===== config.mk =====
export PLATFORM = sky130hd
export DESIGN_NAME = vot_clear
export DESIGN_NICKNAME = d
export VERILOG_FILES = /design/src/rtl/vot_pkg.sv /design/src/rtl/vot_clear.sv
export SDC_FILE = /design/constraint.sdc
export NUM_CORES = 1
export LEC_CHECK = 0
export BUFFER_PORTS_ARGS = -buffer_cell sky130_fd_sc_hd__buf_4
export CAP_MARGIN = 30
export CORE_MARGIN = 4
export CORE_UTILIZATION = 30
export DETAILED_ROUTE_END_ITERATION = 8
export PLACE_DENSITY = 0.52
export SYNTH_ARGS = -nofsm -noshare
export SYNTH_HDL_FRONTEND = slang
export SYNTH_SLANG_ARGS = --single-unit

===== constraint.sdc =====
create_clock -name i_clk -period 1.3 [get_ports i_clk]
set_input_delay 0 -clock i_clk [delete_from_list [all_inputs] [get_ports i_clk]]
set_output_delay 0 -clock i_clk [all_outputs]
set_load 0.005 [all_outputs]

===== src/rtl/vot_pkg.sv =====
`timescale 1ns / 1ps
// ----------------------------------------------------------------------------
// vot_pkg
// Shared types, sizes and opcodes of the voxel occupancy table.
// ----------------------------------------------------------------------------
package vot_pkg;

    // grid size, bits per axis
    localparam int X_BITS = 5;
    localparam int Y_BITS = 5;
    localparam int Z_BITS = 5;

    // field widths
    localparam int OP_W  = 2;
    localparam int EXT_W = 8;
    localparam int CNT_W = 16;

    // flat store address: x in the high bits, z in the low bits
    localparam int ADDR_BITS = X_BITS + Y_BITS + Z_BITS;
    localparam longint unsigned STORE_DEPTH = 64'd1 << ADDR_BITS;

    // input word layout, from the lowest bit up
    localparam int IN_OP_LSB   = 0;
    localparam int IN_X_LSB    = IN_OP_LSB + OP_W;
    localparam int IN_Y_LSB    = IN_X_LSB + X_BITS;
    localparam int IN_Z_LSB    = IN_Y_LSB + Y_BITS;
    localparam int IN_EXT_LSB  = IN_Z_LSB + Z_BITS;
    localparam int IN_W        = IN_EXT_LSB + EXT_W;
    localparam int IN_TDATA_W  = ((IN_W + 7) / 8) * 8;

    // output word layout, from the lowest bit up
    localparam int OUT_W       = 1 + EXT_W + CNT_W;
    localparam int OUT_TDATA_W = ((OUT_W + 7) / 8) * 8;
    localparam int OUT_PAD_W   = OUT_TDATA_W - OUT_W;

    // opcodes; the unused code acts as a query
    localparam logic [OP_W-1:0] OP_SET     = 2'd0;
    localparam logic [OP_W-1:0] OP_SET_MIN = 2'd1;
    localparam logic [OP_W-1:0] OP_QUERY   = 2'd2;

    // one store entry: occupied flag plus extruder number
    typedef struct packed {
        logic             valid;
        logic [EXT_W-1:0] ext;
    } t_entry;

    // write request into the store
    typedef struct packed {
        logic                 en;
        logic [ADDR_BITS-1:0] addr;
        t_entry               data;
    } t_wr_req;

endpackage


===== src/rtl/vot_clear.sv =====
`timescale 1ns / 1ps
// ----------------------------------------------------------------------------
// vot_clear
// Clearing sweep after reset: writes one empty entry per cycle over the store.
// ----------------------------------------------------------------------------
module vot_clear (
    input  logic             i_clk,
    input  logic             i_rst_n,
    output logic             o_busy,
    output vot_pkg::t_wr_req o_wr
);
    import vot_pkg::*;

    logic                 r_busy;
    logic [ADDR_BITS-1:0] r_addr;

    // sweep counter, stops after the last entry
    always_ff @(posedge i_clk) begin
        if (!i_rst_n) begin
            r_busy <= 1'b1;
            r_addr <= '0;
        end else if (r_busy) begin
            r_addr <= r_addr + 1'b1;
            if (r_addr == {ADDR_BITS{1'b1}}) begin
                r_busy <= 1'b0;
            end
        end
    end

    // empty entry at the sweep address
    always_comb begin
        o_wr.en         = r_busy;
        o_wr.addr       = r_addr;
        o_wr.data.valid = 1'b0;
        o_wr.data.ext   = '0;
    end

    assign o_busy = r_busy;

endmodule


==> impl_metrics.csv <==
group,metric,value,unit
global_route,grt_first_pass_wirelength,3500,um
logic_synthesis,syn_avg_cell_area,9.08,um2
setup_path,slowest_stage,"or4_1",
logic_synthesis,synth_compound_area_share,7.39,%
clock_tree,ctsRootBufferMaster,"clkbuf_4",
sta,setup_viol,0,
logic_synthesis,synth-xor-area-share,3.98,%
detailed_routing,drcViolationCount,0,
power,power_leakage,0.607,nW
detailed_routing,routed_wl,2130,um
logic_synthesis,syn_inst,97,
global_route,overflow,0,
run,cap_violations,0,
global_route,grt_max_degree,13,
power,p_per_area,703,mW/mm2
floorplanning,io_pins,28,
sta,min_period_over_period,99.0,%
finish,syn2layout_area_growth,50.9,%
setup_path,cp.arrival,1.51,ns
setup_path,critical_path.endpoint_type,"flop",
detailed_routing,final_antenna_net_count,0,
run_status,status,"finished clean",
finish,final_cell_mix,"buf_4 (38), nand2_1 (11), conb_1 (9)",
floorplanning,core_area,0.00278,mm2
floorplanning,start_util,31.7,%
detailed_routing,drt_iter0_drc,46,
place,port_buffers,18,
sta,period_minus_slack,1.29,ns
power,vdd_drop_max,0.553,mV
logic_synthesis,yosysUniqueCellTypes,26,
logic_synthesis,synth_largest_area_cell,"dfxtp_1",
finish,antenna_cells,0,
finish,final_common_cell,"buf_4",
logic_synthesis,seq_area_frac_synth,36.4,%
sta,setup_slack,0.0136,ns
clock_tree,cts_tree,"built",
floorplanning,dieWidth,62.2,um
place,gp_congestion,0.772,
logic_synthesis,synth-simple-area-share,30.8,%
logic_synthesis,yosysWarnings,0,
sta,report.final.slew_viol_count,0,
setup_path,worstSetupStartpointType,"flop",
global_route,track_usage,11.0,%
place,place_ws,-0.0833,ns
place,dp_hpwl,1500,um
floorplanning,rows,19,
logic_synthesis,synth_mux_area_share,6.82,%
logic_synthesis,synth_top_family_by_area,"simple AND/OR/NAND/NOR gates",
global_route,antenna_found_initial,0,
clock_tree,cts.clk_slew.worst_paths,0.09,ns
setup_path,path_class,"reg2reg",
clock_tree,insertion_delay,0.29,ns
logic_synthesis,netlist_area,881,um2
finish,drive_gt1_share,48.9,%
clock_tree,clock_sinks,16,
logic_synthesis,synth.top_cell.area_share,36.4,%
sta,fin_skew,0.00354,ns
floorplanning,dieHeight,62.2,um
clock_tree,tritoncts.num_buffers,3,
sta,whs,0.499,ns
detailed_routing,vias,807,
clock_tree,clockBufferDepth,2,
logic_synthesis,synth-seq-cells,16,
detailed_routing,wire_per_inst,12.5,um
detailed_routing,via_per_inst,4.75,
floorplanning,die-area,0.00387,mm2
logic_synthesis,synth_area_leaders,"dfxtp_1 (36%), buf_4 (9.4%), nor4_2 (7.1%)",
finish,layout.nets,143,
detailed_routing,dr.pass1.iters,4,
setup_path,cp_max_fo,4,
setup_path,worstPathRequired,1.52,ns
clock_tree,ctsHtreeMaxLevel,1,
global_route,grt_pass1_vias,791,
setup_path,cp_cell_sequence,"ha_4 -> inv_4 -> or4_1 -> a21oi_1",
setup_path,cpPeakStageDelay,0.51,ns
worst_hold_path,min_path_type,"reg2reg",
sta,finalHoldViolCount,0,
logic_synthesis,synth-adder-area-share,1.42,%
sta,rsz0062_at_grt,"true",
sta,timing.fmax,777,MHz
flip-flops by register name (all words and copies together), names as in the netlist:
register and count:
o_busy 1, r_addr 15
timing repair:
item / in CTS / in global routing
resized for setup: 10 / 14
endpoints found under the hold margin: 1 / 0
setup endpoints to repair: 10 / 10
buffers inserted: 0 / 6
hold buffers: 1 / 0
pin swaps: 1 / 6
worst max-delay path, delay by kind of cell, from the launching register on:
| kind | cells | cell delay, ns |
|---|---|---|
| simple gates | 1 | 0.51 |
| flops | 1 | 0.38 |
| compound gates | 1 | 0.14 |
| buf+inv | 1 | 0.04 |
| fa+ha+maj | 1 | 0.15 |
metal layers:
layer	up-vias	track usage, %	wire length (um)
met2	16	18.8	1110
li1	414	-	-
met5	-	0	0
met1	373	12.3	876
met3	4	4.68	119
met4	0	3.25	23
per-stage QoR:
step | setup TNS [ns] | util, % | instance area, um2 | power, mW | instances
2_1_floorplan | 0 | - | 926 | 0.581 | 105
3_3_place_gp | -0.171 | 40.9 | 1140 | 0.605 | 159
3_5_place_dp | -0.580 | 40.9 | 1140 | 0.606 | 159
4_1_cts | -0.0590 | 43.8 | 1220 | 0.949 | 164
5_1_grt | -0.274 | 47.8 | 1330 | 0.975 | 170
6_report | 0 | 47.8 | 1330 | 0.934 | 170
path summary, 6_finish.rpt:
path / slack [ns] / startpoint / end / cells past startpoint
max: 0.01 / r_addr[0] / r_addr[8] / 4
max reg2reg: 0.01 / r_addr[0] / r_addr[8] / 4
min reg2reg: 0.50 / r_addr[14] / r_addr[14] / 2
min: 0.50 / r_addr[14] / r_addr[14] / 2
power breakdown:
part	total, mW	switching [mW]	leakage [nW]	internal, mW
clock	0.332	0.162	0.0210	0.171
combinational	0.0985	0.0493	0.452	0.0492
sequential	0.503	0.00917	0.134	0.494
total	0.934	0.220	0.607	0.714
cells in the mapped netlist (all sizes together):
master  count
a21oi       5
buf        12
clkbuf      1
conb        1
dfxtp      16
ha          1
inv         4
mux2i       6
nand2      11
nand2b      5
nand3       2
nand4       7
nor2        5
nor4        6
o21ai       2
o31ai       4
or3         1
or4         4
xnor2       1
xor2        3
cells by family (layout without fill, tap and decap cells):
family	after synthesis	count (layout)
compound gates	11	11
simple gates	41	41
other cells	1	9
fa+ha+maj	1	1
mux	6	6
buf+inv	17	51
xor+xnor	4	4
flops	16	16
layout make-up:
cell class / instances / area [um2]
fillers: 282 / 1450
multi-input cells: 72 / 547
inverters: 4 / 17.5
repair buffers: 43 / 347
flip-flops and latches: 16 / 343
clock buffers: 4 / 36.3
well taps: 31 / 38.8
Note: power is estimated with default switching activity, not from simulation.
