### config.mk
export PLATFORM = sky130hd
export DESIGN_NAME = vot_rmw
export DESIGN_NICKNAME = d
export VERILOG_FILES = /design/src/rtl/vot_pkg.sv /design/src/rtl/vot_rmw.sv
export SDC_FILE = /design/constraint.sdc
export NUM_CORES = 1
export LEC_CHECK = 0
export BUFFER_PORTS_ARGS = -buffer_cell sky130_fd_sc_hd__buf_2
export CELL_PAD_IN_SITES_DETAIL_PLACEMENT = 1
export CELL_PAD_IN_SITES_GLOBAL_PLACEMENT = 2
export CORE_ASPECT_RATIO = 0.7
export CORE_MARGIN = 2
export CORE_UTILIZATION = 34
export CTS_CLUSTER_DIAMETER = 150
export DETAILED_ROUTE_END_ITERATION = 10
export GPL_ROUTABILITY_DRIVEN = 0
export PLACE_DENSITY_LB_ADDON = 0.15
export SYNTH_ARGS = -nofsm -noshare
export SYNTH_HDL_FRONTEND = slang
export SYNTH_SLANG_ARGS = --single-unit
### constraint.sdc
create_clock -name i_clk -period 5.4 [get_ports i_clk]
set_input_delay 1.62 -clock i_clk [delete_from_list [all_inputs] [get_ports i_clk]]
set_output_delay 1.62 -clock i_clk [all_outputs]
set_load 0.03 [all_outputs]
### src/rtl/vot_pkg.sv
`timescale 1ns / 1ps
// ----------------------------------------------------------------------------
// vot_pkg
// Shared types, sizes and opcodes of the voxel occupancy table.
// ----------------------------------------------------------------------------
package vot_pkg;

    // grid size, bits per axis
    localparam int X_BITS = 5;
    localparam int Y_BITS = 5;
    localparam int Z_BITS = 5;

    // field widths
    localparam int OP_W  = 2;
    localparam int EXT_W = 8;
    localparam int CNT_W = 16;

    // flat store address: x in the high bits, z in the low bits
    localparam int ADDR_BITS = X_BITS + Y_BITS + Z_BITS;
    localparam longint unsigned STORE_DEPTH = 64'd1 << ADDR_BITS;

    // input word layout, from the lowest bit up
    localparam int IN_OP_LSB   = 0;
    localparam int IN_X_LSB    = IN_OP_LSB + OP_W;
    localparam int IN_Y_LSB    = IN_X_LSB + X_BITS;
    localparam int IN_Z_LSB    = IN_Y_LSB + Y_BITS;
    localparam int IN_EXT_LSB  = IN_Z_LSB + Z_BITS;
    localparam int IN_W        = IN_EXT_LSB + EXT_W;
    localparam int IN_TDATA_W  = ((IN_W + 7) / 8) * 8;

    // output word layout, from the lowest bit up
    localparam int OUT_W       = 1 + EXT_W + CNT_W;
    localparam int OUT_TDATA_W = ((OUT_W + 7) / 8) * 8;
    localparam int OUT_PAD_W   = OUT_TDATA_W - OUT_W;

    // opcodes; the unused code acts as a query
    localparam logic [OP_W-1:0] OP_SET     = 2'd0;
    localparam logic [OP_W-1:0] OP_SET_MIN = 2'd1;
    localparam logic [OP_W-1:0] OP_QUERY   = 2'd2;

    // one store entry: occupied flag plus extruder number
    typedef struct packed {
        logic             valid;
        logic [EXT_W-1:0] ext;
    } t_entry;

    // write request into the store
    typedef struct packed {
        logic                 en;
        logic [ADDR_BITS-1:0] addr;
        t_entry               data;
    } t_wr_req;

endpackage

### src/rtl/vot_rmw.sv
`timescale 1ns / 1ps
// ----------------------------------------------------------------------------
// vot_rmw
// Read-modify-write stage: merges the old entry with the new item, writes
// back, keeps the occupied count and holds the result word.
// ----------------------------------------------------------------------------
module vot_rmw (
    input  logic                          i_clk,
    input  logic                          i_rst_n,
    input  logic                          i_accept,
    input  logic [vot_pkg::OP_W-1:0]      i_op,
    input  logic [vot_pkg::ADDR_BITS-1:0] i_addr,
    input  logic [vot_pkg::EXT_W-1:0]     i_ext,
    input  vot_pkg::t_entry               i_rd_data,
    input  logic                          i_out_ready,
    output logic                          o_stage_free,
    output vot_pkg::t_wr_req              o_wr,
    output logic                          o_out_valid,
    output logic                          o_was_occupied,
    output logic [vot_pkg::EXT_W-1:0]     o_stored_ext,
    output logic [vot_pkg::CNT_W-1:0]     o_count
);
    import vot_pkg::*;

    logic                 r_s1_valid;
    logic [OP_W-1:0]      r_s1_op;
    logic [ADDR_BITS-1:0] r_s1_addr;
    logic [EXT_W-1:0]     r_s1_ext;
    logic                 r_fwd_hit;
    t_entry               r_fwd_entry;
    logic [CNT_W-1:0]     r_count;
    logic                 r_out_valid;
    logic                 r_out_occ;
    logic [EXT_W-1:0]     r_out_ext;
    logic [CNT_W-1:0]     r_out_count;

    t_entry           old_entry;
    logic             occ;
    logic [EXT_W-1:0] old_ext;
    logic             is_write;
    logic [EXT_W-1:0] new_ext;
    t_entry           new_entry;
    logic             fire;
    logic [CNT_W-1:0] n_count;

    // old entry, forwarded when the previous item wrote the same voxel
    assign old_entry = r_fwd_hit ? r_fwd_entry : i_rd_data;
    assign occ       = old_entry.valid;
    assign old_ext   = occ ? old_entry.ext : '0;

    // merge
    always_comb begin
        is_write = (r_s1_op == OP_SET) || (r_s1_op == OP_SET_MIN);
        new_ext  = r_s1_ext;
        if ((r_s1_op == OP_SET_MIN) && occ && (old_ext < r_s1_ext)) begin
            new_ext = old_ext;
        end
        new_entry.valid = 1'b1;
        new_entry.ext   = new_ext;
    end

    // stage completes when the result register is free or being drained
    assign fire         = r_s1_valid && (!r_out_valid || i_out_ready);
    assign o_stage_free = !r_s1_valid || fire;

    // count update, saturating
    always_comb begin
        n_count = r_count;
        if (is_write && !occ && (r_count != {CNT_W{1'b1}})) begin
            n_count = r_count + 1'b1;
        end
    end

    // write back
    always_comb begin
        o_wr.en   = fire && is_write;
        o_wr.addr = r_s1_addr;
        o_wr.data = new_entry;
    end

    // stage control
    always_ff @(posedge i_clk) begin
        if (!i_rst_n) begin
            r_s1_valid  <= 1'b0;
            r_fwd_hit   <= 1'b0;
            r_count     <= '0;
            r_out_valid <= 1'b0;
        end else begin
            if (i_accept) begin
                r_s1_valid <= 1'b1;
                r_fwd_hit  <= fire && is_write && (r_s1_addr == i_addr);
            end else if (fire) begin
                r_s1_valid <= 1'b0;
            end
            if (fire) begin
                r_count     <= n_count;
                r_out_valid <= 1'b1;
            end else if (i_out_ready) begin
                r_out_valid <= 1'b0;
            end
        end
    end

    // payload
    always_ff @(posedge i_clk) begin
        if (i_accept) begin
            r_s1_op     <= i_op;
            r_s1_addr   <= i_addr;
            r_s1_ext    <= i_ext;
            r_fwd_entry <= new_entry;
        end
        if (fire) begin
            r_out_occ   <= occ;
            r_out_ext   <= old_ext;
            r_out_count <= n_count;
        end
    end

    assign o_out_valid    = r_out_valid;
    assign o_was_occupied = r_out_occ;
    assign o_stored_ext   = r_out_ext;
    assign o_count        = r_out_count;

endmodule

==> results of run 1 <==
==> final timing paths <==
kind | slack (ns) | end | depth (start not counted)
max | 0.1 | o_wr[6] | 11
min | 0.54 | r_count[15] | 2
max reg2reg | 2.63 | r_fwd_entry[6] | 7
min reg2reg | 0.54 | r_count[15] | 2
==> state kept, by name, indices dropped and copies added (netlist names), 2 cells and up <==
name,count
o_count,16
r_count,16
r_s1_addr,15
o_stored_ext,8
r_fwd_entry,8
r_s1_ext,8
r_s1_op,2
==> kinds of logic (layout without fill, tap and decap cells) <==
kind of cell / after synthesis / count (layout) / synth area share [%]
simple gates: 105 / 105 / 17.0
flops: 77 / 77 / 57.8
compound gates: 48 / 48 / 8.55
xor+xnor: 29 / 29 / 6.91
buf+inv: 27 / 127 / 3.71
mux: 11 / 11 / 3.27
fa+ha+maj: 8 / 8 / 2.72
other cells: 1 / 1 / 0.102
==> cell type report <==
cell class,instances,area [um^2]
inverters,12,45.0
clock buffers,9,225
fillers,1154,5760
well taps,132,165
multi-input cells,202,1450
repair buffers,99,523
clock inverters,7,146
flip-flops and latches,77,2120
==> power by group through the flow <==
| stage | logic, mW | registers (mW) | clock network [mW] |
|---|---|---|---|
| 2_1_floorplan | 0.0768 | 0.730 | 0 |
| 3_5_place_dp | 0.183 | 0.699 | 0 |
| 4_1_cts | 0.185 | 0.687 | 0.765 |
| 6_report | 0.185 | 0.687 | 0.749 |
| 3_3_place_gp | 0.179 | 0.698 | 0 |
| 5_1_grt | 0.200 | 0.690 | 0.792 |
==> what timing repair did <==
action / 4_1_cts / 5_1_grt
setup endpoints to repair: 8 / 8
resized for setup: 5 / 9
pin swaps: 1 / 3
setup buffers: 0 / 0
==> metrics by stage <==
step,total power [mW],setup WS (ns),hold WS [ns],instances,util (%)
floorplan,0.807,0.156,0.467,306,-
global placement,0.878,0.0157,0.507,522,40.9
detailed placement,0.882,-0.0453,0.524,522,40.9
CTS,1.64,0.00101,0.534,538,44.6
global route,1.68,-0.0124,0.561,538,44.8
finish,1.62,0.0999,0.536,538,44.8
==> synth_stat cells, types with 4 or more instances <==
| library cell | instances |
|---|---|
| sky130_fd_sc_hd__a21oi_1 | 14 |
| sky130_fd_sc_hd__buf_2 | 6 |
| sky130_fd_sc_hd__clkbuf_1 | 4 |
| sky130_fd_sc_hd__dfxtp_1 | 19 |
| sky130_fd_sc_hd__edfxtp_1 | 58 |
| sky130_fd_sc_hd__ha_1 | 8 |
| sky130_fd_sc_hd__inv_1 | 12 |
| sky130_fd_sc_hd__mux2_2 | 8 |
| sky130_fd_sc_hd__nand2_1 | 25 |
| sky130_fd_sc_hd__nand3_1 | 11 |
| sky130_fd_sc_hd__nand4_1 | 10 |
| sky130_fd_sc_hd__nor2_1 | 11 |
| sky130_fd_sc_hd__nor3_1 | 13 |
| sky130_fd_sc_hd__nor4_1 | 5 |
| sky130_fd_sc_hd__o21ai_0 | 14 |
| sky130_fd_sc_hd__o31ai_1 | 9 |
| sky130_fd_sc_hd__or4_1 | 8 |
| sky130_fd_sc_hd__xnor2_1 | 14 |
| sky130_fd_sc_hd__xor2_1 | 15 |
==> worst max-delay path, cell delays in order <==
cell and delay, ns:
sky130_fd_sc_hd__buf_2 0.14, sky130_fd_sc_hd__buf_4 0.15, sky130_fd_sc_hd__nand2_1 0.06, sky130_fd_sc_hd__o21ai_1 0.10, sky130_fd_sc_hd__ha_2 0.26, sky130_fd_sc_hd__nor3b_4 0.25
sky130_fd_sc_hd__nand2_2 0.12, sky130_fd_sc_hd__o31ai_4 0.27, sky130_fd_sc_hd__buf_4 0.18, sky130_fd_sc_hd__mux2_2 0.35, sky130_fd_sc_hd__buf_2 0.18
==> layer usage <==
metal | track usage, % | part of all wire [%] | up-vias
li1 | - | - | 1344
met2 | 25.2 | 44 | 76
met4 | 4.67 | 0.79 | 0
met3 | 5.48 | 5.8 | 7
met1 | 23.6 | 49 | 1356
met5 | 0 | 0 | -
==> cells in the final DEF, fill, tap and decap left out, drive strengths merged, types with 2 or more instances in the layout <==
cell type / count
a211oi: 3
a21oi: 14
and4: 4
buf: 99
bufinv: 4
clkbuf: 9
clkinv: 2
dfxtp: 19
edfxtp: 58
ha: 8
inv: 13
mux2: 8
mux2i: 3
nand2: 25
nand2b: 3
nand3: 12
nand4: 11
nor2: 11
nor2b: 2
nor3: 14
nor3b: 2
nor4: 6
o211ai: 2
o21ai: 14
o31ai: 10
or3: 3
or4: 9
xnor2: 14
xor2: 15
==> results.txt, run 1 <==
Reg2Reg Launch Point - r_fwd_hit
share of cells above drive strength 1 - 35.5%
critical hold path startpoint - r_count[15]
DR pass1 iterations - 4
crit path launch - i_rd_data[8]
Arrival @ worst endpoint - 3.68 ns
via count of the routed design - 2783
CTS clock-pin slew for the worst setup and hold paths - 0.06 ns
number of pins exceeding their max-slew limit in the final report - 0
synth-to-layout area growth - 27.2%
pin count of the biggest net entering global routing - 37
antenna violations before repair - 0
flops & latches, synth - 77
RSZ-0062 raised after global routing - yes
H-tree depth - 3
internal power component - 1.24 mW
Num Clock Sinks - 77
hold-fix buffers at CTS - 0
Fmax - 189 MHz
chip height - 91.0 um
number of standard-cell rows in the floorplan - 31
crit-path max FO - 5
share of total power in combinational logic - 11.4%
via/cell ratio - 5.17
worst min-delay path class - reg2reg
final routed wirelength across all metal layers - 9.57 mm
DIE WIDTH - 128 um
total congestion overflow after global routing - 0
synthesis warning total - 0
CTS tree - yes
Critical Path Sink Type - output port
Worst EP required - 3.78 ns
residual antenna-violating net count after detailed routing - 0
Setup TNS - 0 ns
Distinct cells, synth - 49
run status - finished clean
area of the core - 10400 um^2
Final Instance Area - 4670 um^2
GRT Resource Usage Total - 16.9%
first-iteration detailed-routing DRC count - 145
PwrDens - 347 nW/um^2
share of power burned in registers - 42.4%
portion of the post-synthesis area used by sequential elements - 57.8%
Tcrit/Tclk final - 98.1%
I/O pins - 90
library cell occupying the most area in the post-synthesis netlist - sky130_fd_sc_hd__edfxtp_1
Post-Syn Area - 3670 um^2
slew at the pin with the worst max-slew slack - 1.20 ns
HPWL after detailed placement - 6.92 mm
global-route wire length before repair - 15.0 mm
die footprint - 11700 um^2
synthesized instance count - 306
maximum clock skew at final layout - 0.00577 ns
initial core utilization - 35.2%
detailed-route wire length per cell - 17.8 um
cell at the root of the clock tree - sky130_fd_sc_hd__clkbuf_16
post-detailed-route DRC marker count - 0
synth top area cells - sky130_fd_sc_hd__edfxtp_1 (47%), sky130_fd_sc_hd__dfxtp_1 (10%), sky130_fd_sc_hd__xor2_1 (3.6%)
Async S/R FF share, synth - 0%
Final Hold Violating Endpoints - 0
clock latency on the worst-skew pair - 0.34 ns
vias in the first global route - 2814
number of buffers added on ports - 88
final setup fails - 0
top flip-flop cell by instance count after synthesis - sky130_fd_sc_hd__edfxtp_1
number of flops mapped to enable cells by yosys - 58
average footprint of a synthesized cell - 12.0 um^2
start-to-end type of the worst setup path - in2out
switching power of the nets - 384 uW
type of origin of the critical path - input pin
Slew headroom - 19.3%
share of Yosys cell area claimed by the top area cell type - 47.4%
net count after synthesis - 352
number of buffers on the longest clock path - 2
Placed Area - 4270 um^2
Leak - 1.87 nW
final critical delay including setup and external delays - 5.30 ns
post-layout net count - 447
antenna diode count - 0
Peak VDD IR - 0.165 mV
Max-Cap Viols - 0
sw frac - 23.7%
Num CTS Buffers - 9
part of the power in the clock network - 46.2%
Power figures use the tool's default switching activity.
==> run 2: changes to the inputs <==
--- a/config.mk
+++ b/config.mk
@@ -5,12 +5,13 @@
 export SDC_FILE = /design/constraint.sdc
 export NUM_CORES = 1
 export LEC_CHECK = 0
+export ABC_AREA = 1
 export BUFFER_PORTS_ARGS = -buffer_cell sky130_fd_sc_hd__buf_2
 export CELL_PAD_IN_SITES_DETAIL_PLACEMENT = 1
 export CELL_PAD_IN_SITES_GLOBAL_PLACEMENT = 2
 export CORE_ASPECT_RATIO = 0.7
 export CORE_MARGIN = 2
-export CORE_UTILIZATION = 34
+export CORE_UTILIZATION = 32
 export CTS_CLUSTER_DIAMETER = 150
 export DETAILED_ROUTE_END_ITERATION = 10
 export GPL_ROUTABILITY_DRIVEN = 0
==> run 2 against run 1 <==
Sequential power grew 3%. Core utilization down 4.5 points. Combinational power up 17%. Largest cell class unchanged. Clock skew barely moved.
==> results.txt, run 2 <==
run status - finished clean
Num CTS Buffers - 9
Leak - 2.13 nW
Worst EP required - 3.78 ns
H-tree depth - 3
number of standard-cell rows in the floorplan - 33
commonest non-fill, non-tap cell in the layout - sky130_fd_sc_hd__nand2_1
initial core utilization - 32.5%
Setup TNS - 0 ns
CTS clock-pin slew for the worst setup and hold paths - 0.06 ns
DIE WIDTH - 134 um
synthesis warning total - 0
number of buffers on the longest clock path - 2
Fmax - 196 MHz
switching power of the nets - 412 uW
die footprint - 12600 um^2
I/O pins - 90
share of total power in combinational logic - 13.9%
first-iteration detailed-routing DRC count - 133
detailed-route wire length per cell - 15.0 um
number of flops mapped to enable cells by yosys - 58
total congestion overflow after global routing - 0
worst min-delay path class - reg2reg
antenna diode count - 0
DR pass1 iterations - 4
synthesized instance count - 406
final routed wirelength across all metal layers - 9.93 mm
final critical delay including setup and external delays - 5.09 ns
crit-path max FO - 8
Async S/R FF share, synth - 0%
Distinct cells, synth - 34
post-CTS setup buffer count - 0
slew at the pin with the worst max-slew slack - 0.916 ns
share of power burned in registers - 45.3%
Post-Syn Area - 3760 um^2
number of pins exceeding their max-slew limit in the final report - 0
Critical Path Sink Type - output port
average footprint of a synthesized cell - 9.26 um^2
via/cell ratio - 4.61
type of origin of the critical path - input pin
synth-to-layout area growth - 24.0%
Arrival @ worst endpoint - 3.47 ns
share of cells above drive strength 1 - 24.9%
post-detailed-route DRC marker count - 0
post-layout net count - 544
final setup fails - 0
Tcrit/Tclk final - 94.3%
internal power component - 1.15 mW
leading cell types in the layout, fill and taps excluded - sky130_fd_sc_hd__nand2_1 (101), sky130_fd_sc_hd__buf_2 (88), sky130_fd_sc_hd__inv_1 (64)
Final Hold Violating Endpoints - 0
Peak VDD IR - 0.145 mV
vias in the first global route - 3144
chip height - 94.7 um
RSZ-0062 raised after global routing - no
synth top area cells - sky130_fd_sc_hd__edfxtp_1 (46%), sky130_fd_sc_hd__dfxtp_1 (10%), sky130_fd_sc_hd__nand2_1 (10%)
top flip-flop cell by instance count after synthesis - sky130_fd_sc_hd__edfxtp_1
pin count of the biggest net entering global routing - 35
flops & latches, synth - 77
start-to-end type of the worst setup path - in2out
portion of the post-synthesis area used by sequential elements - 56.5%
GRT Resource Usage Total - 16.4%
number of buffers added on ports - 88
global-route wire length before repair - 15.9 mm
antenna violations before repair - 2
maximum clock skew at final layout - 0.00607 ns
most instantiated cells after synthesis - sky130_fd_sc_hd__nand2_1 (101), sky130_fd_sc_hd__inv_1 (64), sky130_fd_sc_hd__edfxtp_1 (58)
HPWL after detailed placement - 7.28 mm
cell at the root of the clock tree - sky130_fd_sc_hd__clkbuf_16
CTS tree - yes
library cell occupying the most area in the post-synthesis netlist - sky130_fd_sc_hd__edfxtp_1
part of the power in the clock network - 40.8%
area of the core - 11600 um^2
PwrDens - 334 nW/um^2
sw frac - 26.4%
via count of the routed design - 3040
Layout Utilization - 40.3%
share of Yosys cell area claimed by the top area cell type - 46.3%
Num Clock Sinks - 77
clock latency on the worst-skew pair - 0.34 ns
Hold Worst Slack - 0.522 ns
most frequently used cell type in the post-synthesis netlist - sky130_fd_sc_hd__nand2_1
net count after synthesis - 452
hold-fix buffers at CTS - 0
Max-Cap Viols - 0
Slew headroom - 38.8%
residual antenna-violating net count after detailed routing - 0
Resized cells post-CTS - 0
## run 2: path summary, 6_finish.rpt
| check | from | to | slack, ns | depth (start not counted) |
|---|---|---|---|---|
| worst max register to register | r_fwd_hit | r_fwd_entry[0] | 2.82 | 8 |
| worst min-delay path | r_s1_valid | r_s1_valid | 0.52 | 2 |
| worst min register to register | r_s1_valid | r_s1_valid | 0.52 | 2 |
| worst max-delay path | i_rd_data[8] | o_wr[0] | 0.31 | 9 |
## run 2: layout make-up
| type | instances | area (um^2) |
|---|---|---|
| Multi-Input combinational cell | 252 | 1320 |
| Sequential cell | 77 | 2120 |
| Clock buffer | 10 | 229 |
| Inverter | 68 | 258 |
| Clock inverter | 6 | 77.6 |
| Fill cell | 1389 | 6900 |
| Timing Repair Buffer | 90 | 455 |
| Tap cell | 157 | 196 |
## run 2: metrics by stage
stage                     cell area (um^2)  cells  total power, mW  worst slack [ns]
final                                 4660    660             1.56             0.310
after global routing                  4660    660             1.63             0.150
after CTS                             4660    660             1.58             0.272
after detailed placement              4360    644            0.936             0.273
after global placement                4360    644            0.932             0.376
after floorplan                       3760    406            0.859             0.613
## run 2: logic make-up after synthesis
logic type | Yosys count | synth area share [%]
adders and majority gates | 8 | 2.66
xor gates and xnor gates | 11 | 2.76
and+or+nand+nor | 177 | 21.2
buffers and inverters | 77 | 8.52
other | 1 | 0.0998
AOI/OAI and AO/OA | 55 | 8.32
DFF | 77 | 56.5
## run 2: power by group through the flow
stage | Combinational, mW | Clock [mW] | Sequential, mW
after floorplan | 0.107 | 0 | 0.752
after global placement | 0.214 | 0 | 0.718
after detailed placement | 0.218 | 0 | 0.718
after CTS | 0.219 | 0.655 | 0.706
after global routing | 0.241 | 0.674 | 0.711
final | 0.216 | 0.636 | 0.706
## run 2: worst max-delay path, cell delays in order
cell and delay (ns):
sky130_fd_sc_hd__buf_2 0.20, sky130_fd_sc_hd__nand3_1 0.10, sky130_fd_sc_hd__nand2_1 0.13, sky130_fd_sc_hd__ha_1 0.28
sky130_fd_sc_hd__a2111oi_4 0.50, sky130_fd_sc_hd__nand2_2 0.25, sky130_fd_sc_hd__nand2_1 0.13, sky130_fd_sc_hd__nand2_1 0.08
sky130_fd_sc_hd__buf_2 0.18
## run 2: layer usage
metal	track usage (%)	share of wire, %	up-vias
met5	0	0.16	-
met4	4.52	1.2	2
met3	5.64	6.4	13
met2	24.7	41	74
met1	22.4	51	1432
li1	-	-	1519
